File: config.mk
export PLATFORM = sky130hd
export DESIGN_NAME = frt_queue
export DESIGN_NICKNAME = d
export VERILOG_FILES = /design/src/hw/rtl/frt_pkg.sv /design/src/hw/rtl/frt_queue.sv
export SDC_FILE = /design/constraint.sdc
export NUM_CORES = 1
export LEC_CHECK = 0
export BUFFER_PORTS_ARGS = -buffer_cell sky130_fd_sc_hd__buf_2
export CAP_MARGIN = 15
export CORE_MARGIN = 2
export CORE_UTILIZATION = 52
export DETAILED_ROUTE_END_ITERATION = 10
export GPL_TIMING_DRIVEN = 0
export PLACE_DENSITY = 0.86
export SLEW_MARGIN = 10
export SYNTH_ARGS = -nofsm -noshare
export SYNTH_HDL_FRONTEND = slang
export SYNTH_SLANG_ARGS = --single-unit
File: constraint.sdc
create_clock -name clk -period 5.81 [get_ports clk]
set_input_delay 0.8715 -clock clk [delete_from_list [all_inputs] [get_ports clk]]
set_output_delay 0.8715 -clock clk [all_outputs]
set_load 0.05 [all_outputs]
File: src/hw/rtl/frt_pkg.sv
// Shared types and codes for the fragment reassembly table.
package frt_pkg;

    localparam logic [1:0] CMD_FRAG     = 2'd0;
    localparam logic [1:0] CMD_EXPIRE   = 2'd1;
    localparam logic [1:0] CMD_READ     = 2'd2;
    localparam logic [1:0] CMD_RESERVED = 2'd3;

    localparam logic [1:0] STATUS_WAITING  = 2'd0;
    localparam logic [1:0] STATUS_COMPLETE = 2'd1;
    localparam logic [1:0] STATUS_ERROR    = 2'd2;
    localparam logic [1:0] STATUS_READ     = 2'd3;

    localparam logic [1:0] VERDICT_NONE     = 2'd0;
    localparam logic [1:0] VERDICT_WAITING  = 2'd1;
    localparam logic [1:0] VERDICT_COMPLETE = 2'd2;
    localparam logic [1:0] VERDICT_ERROR    = 2'd3;

    localparam logic [2:0] ADDR_TIMEOUT = 3'd0;

    typedef struct packed {
        logic [1:0]  cmd;
        logic [31:0] seq_number;
        logic [32:0] seq_quot;
        logic [7:0]  fragment_index;
        logic [7:0]  fragment_total;
        logic [15:0] packet_length;
        logic [15:0] chunk_length;
        logic [7:0]  payload_byte;
        logic        byte_last;
        logic [31:0] now_time;
        logic [3:0]  read_slot;
        logic [10:0] read_offset;
    } entry_t;

    typedef struct packed {
        logic   valid;
        entry_t item;
    } head_t;

endpackage

File: src/hw/rtl/frt_queue.sv
// Two-entry item queue between front and back end.
module frt_queue (
    input  logic            clk,
    input  logic            rst_n,
    input  logic            push,
    input  frt_pkg::entry_t push_item,
    input  logic            pop,
    output frt_pkg::head_t  head,
    output logic            full
);

    frt_pkg::entry_t mem_reg [2];
    logic            wr_ptr_reg;
    logic            wr_ptr_next;
    logic            rd_ptr_reg;
    logic            rd_ptr_next;
    logic [1:0]      count_reg;
    logic [1:0]      count_next;

    always_comb
    begin
        wr_ptr_next = wr_ptr_reg ^ push;
        rd_ptr_next = rd_ptr_reg ^ pop;
        count_next  = count_reg + 2'(push) - 2'(pop);
    end

    always_ff @(posedge clk or negedge rst_n)
    begin
        if (!rst_n)
        begin
            wr_ptr_reg <= 1'b0;
            rd_ptr_reg <= 1'b0;
            count_reg  <= 2'd0;
        end
        else
        begin
            wr_ptr_reg <= wr_ptr_next;
            rd_ptr_reg <= rd_ptr_next;
            count_reg  <= count_next;
        end
    end

    always_ff @(posedge clk)
    begin
        if (push)
        begin
            mem_reg[wr_ptr_reg] <= push_item;
        end
    end

    assign head.valid = (count_reg != 2'd0);
    assign head.item  = mem_reg[rd_ptr_reg];
    assign full       = (count_reg == 2'd2);

endmodule

### Word level (Yosys, flattened, before mapping)

Memory sizes are Yosys's and may differ from the RTL's.
Index checks and enable logic that the tools add are counted.

* $add $sub $neg: 2
* equal/unequal tests: 1
* mux-type cells: 2
* bitwise operators: 2
* reduce and logical (&&, ||, !) cells: 1

Operator list (count)
* adder 2 x 1 -> 2 bit: 1
* equality test 2 bit, second input constant: 1
* two-way mux 1 bit: 2
* nonzero test 2 bit: 1
* subtractor 2 x 1 -> 2 bit: 1
* XOR 1 bit: 2

* register bits after elaboration: 4
* bits in writable memories: 342
* input port bits: 175
* output and inout bits: 173
* logic and storage cells: 12
* memories: 1

Memory list
* mem_reg: depth 2, bits a word 171, rd ports 1, clocked after memory_dff 0, write ports 1, line frt_queue.sv:12 `frt_pkg::entry_t mem_reg [2];`

### Logic depth before layout (Yosys ltp)

* depth after elaboration: 2
* depth in mapped cells: 5
* depth with buffers taken out: 5

### Worst setup path before layout

No wires, ideal clock.

* path kind: input -> register
* start: input push
* end: memory mem_reg[0][0] (netlist name) (enable)
* setup time: 0.553 ns
* arrival: 4.845 ns
* required time: 5.257 ns
* slack: 0.412 ns
* stages: 1
* path buffers: 0
* path through: ha_1

* word-level cells in the longest chain between the ends: 2

RTL lines
* start: declaration: line frt_queue.sv:5 `input logic push,`
* two-way mux 1 bit: line frt_queue.sv:45 `if (push)`
* two-way mux 1 bit (not written as such): line frt_queue.sv:47 `mem_reg[wr_ptr_reg] <= push_item;`
* end: declaration: line frt_queue.sv:12

No other way between the ends.

==> summary.txt <==
Outcome
  • Status: finished clean

STA
  • Max transition margin: 72.7%
  • Period utilisation layout: 49.2%
  • Setup violations, final: 0
  • RSZ-0062 raised after global routing: no
  • Fmax: 0.350 GHz
  • Worst-margin pin slew: 410 ps
  • Max Slew Vio Count: 0
  • Final Hold Vio Count: 0
  • Clk_skew: 8.13 ps
  • WHS: 179 ps
  • Period minus WS final: 2860 ps
  • PnR worst setup slack: 2950 ps

Synthesis
  • Main combinational cell family by area after synthesis: multiplexers
  • Synth top area share: 79.8%
  • Most frequent cell after synthesis: edfxtp_1
  • Most frequent cells after synthesis: edfxtp_1, mux2_2, mux2_4
  • Top cell type by total area after synthesis: edfxtp_1
  • Netlist cell types: 12
  • Largest cells by area after synthesis: edfxtp_1, mux2_4, mux2_2, buf_6, dfrtp_1
  • Xor/xnor share of the synthesized area: 0.253%
  • Average size of a mapped cell: 23.5 µm²
  • Compound-Gate Fraction of Synth Area: 0%
  • Synthesis Warnings: 0
  • Synthesized area: 12900 µm²
  • Synthesized instance count: 548
  • Asr flop ratio synth: 1.16%
  • Adder-cell share of the synthesized area: 0.389%
  • Predominant post-synthesis flop cell: edfxtp_1
  • EDFF count, synth: 342
  • Synth Area in Simple Gates: 0.0973%
  • Post-synth net total: 727
  • Register area share after synthesis: 80.6%
  • Mux cell area share after synthesis: 17.3%
  • Synthesized flop and latch total: 346

Power
  • Pwr Total: 9.50 mW
  • Leak Pwr: 6.38 nW
  • Power Density: 586 nW/µm²
  • Max IR drop VDD: 0.000474 V

Clock tree
  • Clock Tree Root: clkbuf_16
  • # hold bufs at CTS: 0
  • Post-CTS Repair Setup Buffers: 0
  • CTS tree: built
  • CTS Buf Count: 35
  • Worst-path clk slew: 60 ps
  • Clk sinks: 346
  • Worst-Skew Late Latency: 500 ps
  • Clk buf depth: 3
  • Post-cts sizing count: 0
  • Htree depth: 2

Global routing
  • Gr ovfl total: 0
  • Overall Global Routing Usage: 19.5%
  • Initial antenna violation count: 4
  • Largest net degree at the start of global routing: 52
  • First-pass GRT wire length: 38300 µm
  • Vias in the first global route: 6933

Drt
  • DR top layer: met5
  • Routed met3 length: 2260 µm
  • DR WL met2: 13700 µm
  • DR vias: 6521
  • Final ANT Viol Nets: 0
  • DRT Pass-1 Iters: 4
  • DR vias/cell: 5.07
  • Iteration-0 DRC Markers: 430
  • WL/cell: 20.0 µm
  • Drc violations: 0
  • Metal-1 WL: 9140 µm
  • Final wirelength: 25800 µm

Min path
  • Tightest Hold Check Type: input port to async pin

Place
  • Dpl ws: 3310 ps
  • I/O Buffers: 347
  • Placer Congestion: 0.767
  • DP HPWL: 17700 µm
  • Placed Area: 15200 µm²

Worst setup path
  • Arrival time worst endpoint: 1990 ps
  • Critical path class: flop to primary output
  • Setup crit start kind: flop
  • Worst-path fanout max: 10
  • Worst setup EP type: primary output
  • Critical Path RT: 4940 ps

Flow run
  • Max Cap Violations: 0

Layout
  • Final core occ: 66.7%
  • P&R area growth vs syn: 26.1%
  • Share of cells above drive strength 1: 61.4%
  • Post-route design area: 16200 µm²
  • Fin nets: 1117
  • Max reg flops: 342

Die
  • Chip height: 161 µm
  • Core Region: 24300 µm²
  • Starting density of the core: 52.9%
  • Die Area: 26000 µm²
  • Site Rows: 57
  • I/O pin cnt: 348
  • Die X-Extent: 161 µm
==> critical path, stage by stage (launching register included) <==
cell and delay (ps):
dfrtp_1 330, buf_6 170, buf_6 210, buf_6 220
mux2_4 330, buf_2 220
==> routing by layer <==
layer | up-vias | global-route usage, %
met1 | 3217 | 21.3
met2 | 295 | 35.5
met3 | 48 | 6.47
li1 | 2959 | -
met4 | 2 | 6.74
met5 | - | 0
==> kinds of logic (layout without fill, tap and decap cells) <==
| group | count (synthesis) | count (layout) |
|---|---|---|
| muxes | 171 | 171 |
| DFF | 346 | 346 |
| other | 0 | 2 |
| and+or+nand+nor | 2 | 2 |
| adders and majority gates | 4 | 4 |
| buffers and inverters | 23 | 434 |
| xor gates and xnor gates | 2 | 2 |
==> metrics by stage <==
step	instances	TNS [ps]
after global routing	1285	0
after floorplan	548	0
after CTS	1283	0
final	1285	0
after global placement	1219	-632120
after detailed placement	1225	0
==> cells in the final DEF, fill, tap and decap left out <==
| cell | instances |
|---|---|
| clkinv_2 | 5 |
| buf_16 | 6 |
| edfxtp_1 | 342 |
| buf_2 | 356 |
| mux2_2 | 91 |
| clkbuf_1 | 11 |
| clkinv_4 | 1 |
| buf_6 | 10 |
| xor3_1 | 1 |
| clkinv_1 | 4 |
| nor2b_1 | 1 |
| or2_2 | 1 |
| dfrtp_1 | 4 |
| ha_1 | 2 |
| diode_2 | 2 |
| mux2_4 | 80 |
| clkbuf_16 | 37 |
| ha_4 | 2 |
| xor2_1 | 1 |
| inv_1 | 4 |
==> layout make-up <==
cell class	count	area, µm²
Antenna cell	2	5.00
Buffer	19	158
Clock buffer	48	967
Clock inverter	10	48.8
Fill cell	1584	8100
Inverter	4	15.0
Multi-Input combinational cell	179	2350
Sequential cell	346	10400
Tap cell	324	405
Timing Repair Buffer	353	1900
==> worst paths after layout <==
| check | from | to | slack [ps] | cells after the start |
|---|---|---|---|---|
| max | rd_ptr_reg | head[117] | 2950 | 5 |
| min reg2reg | count_reg[1] | count_reg[1] | 620 | 1 |
| min | rst_n | count_reg[1] | 180 | 1 |
| max in group asynchronous | rst_n | count_reg[0] | 5510 | 1 |
| max reg2reg | wr_ptr_reg | mem_reg[0][16] | 3940 | 4 |
| min in group clk | push_item[168] | mem_reg[1][168] | 560 | 1 |
==> where the power goes <==
group | internal [mW] | leakage, nW | switching (mW)
logic | 1.24 | 2.62 | 2.84
registers | 3.31 | 3.26 | 0.113
clock network | 1.16 | 0.499 | 0.837
total | 5.71 | 6.38 | 3.79
Note: power is estimated with default switching activity, not from simulation.
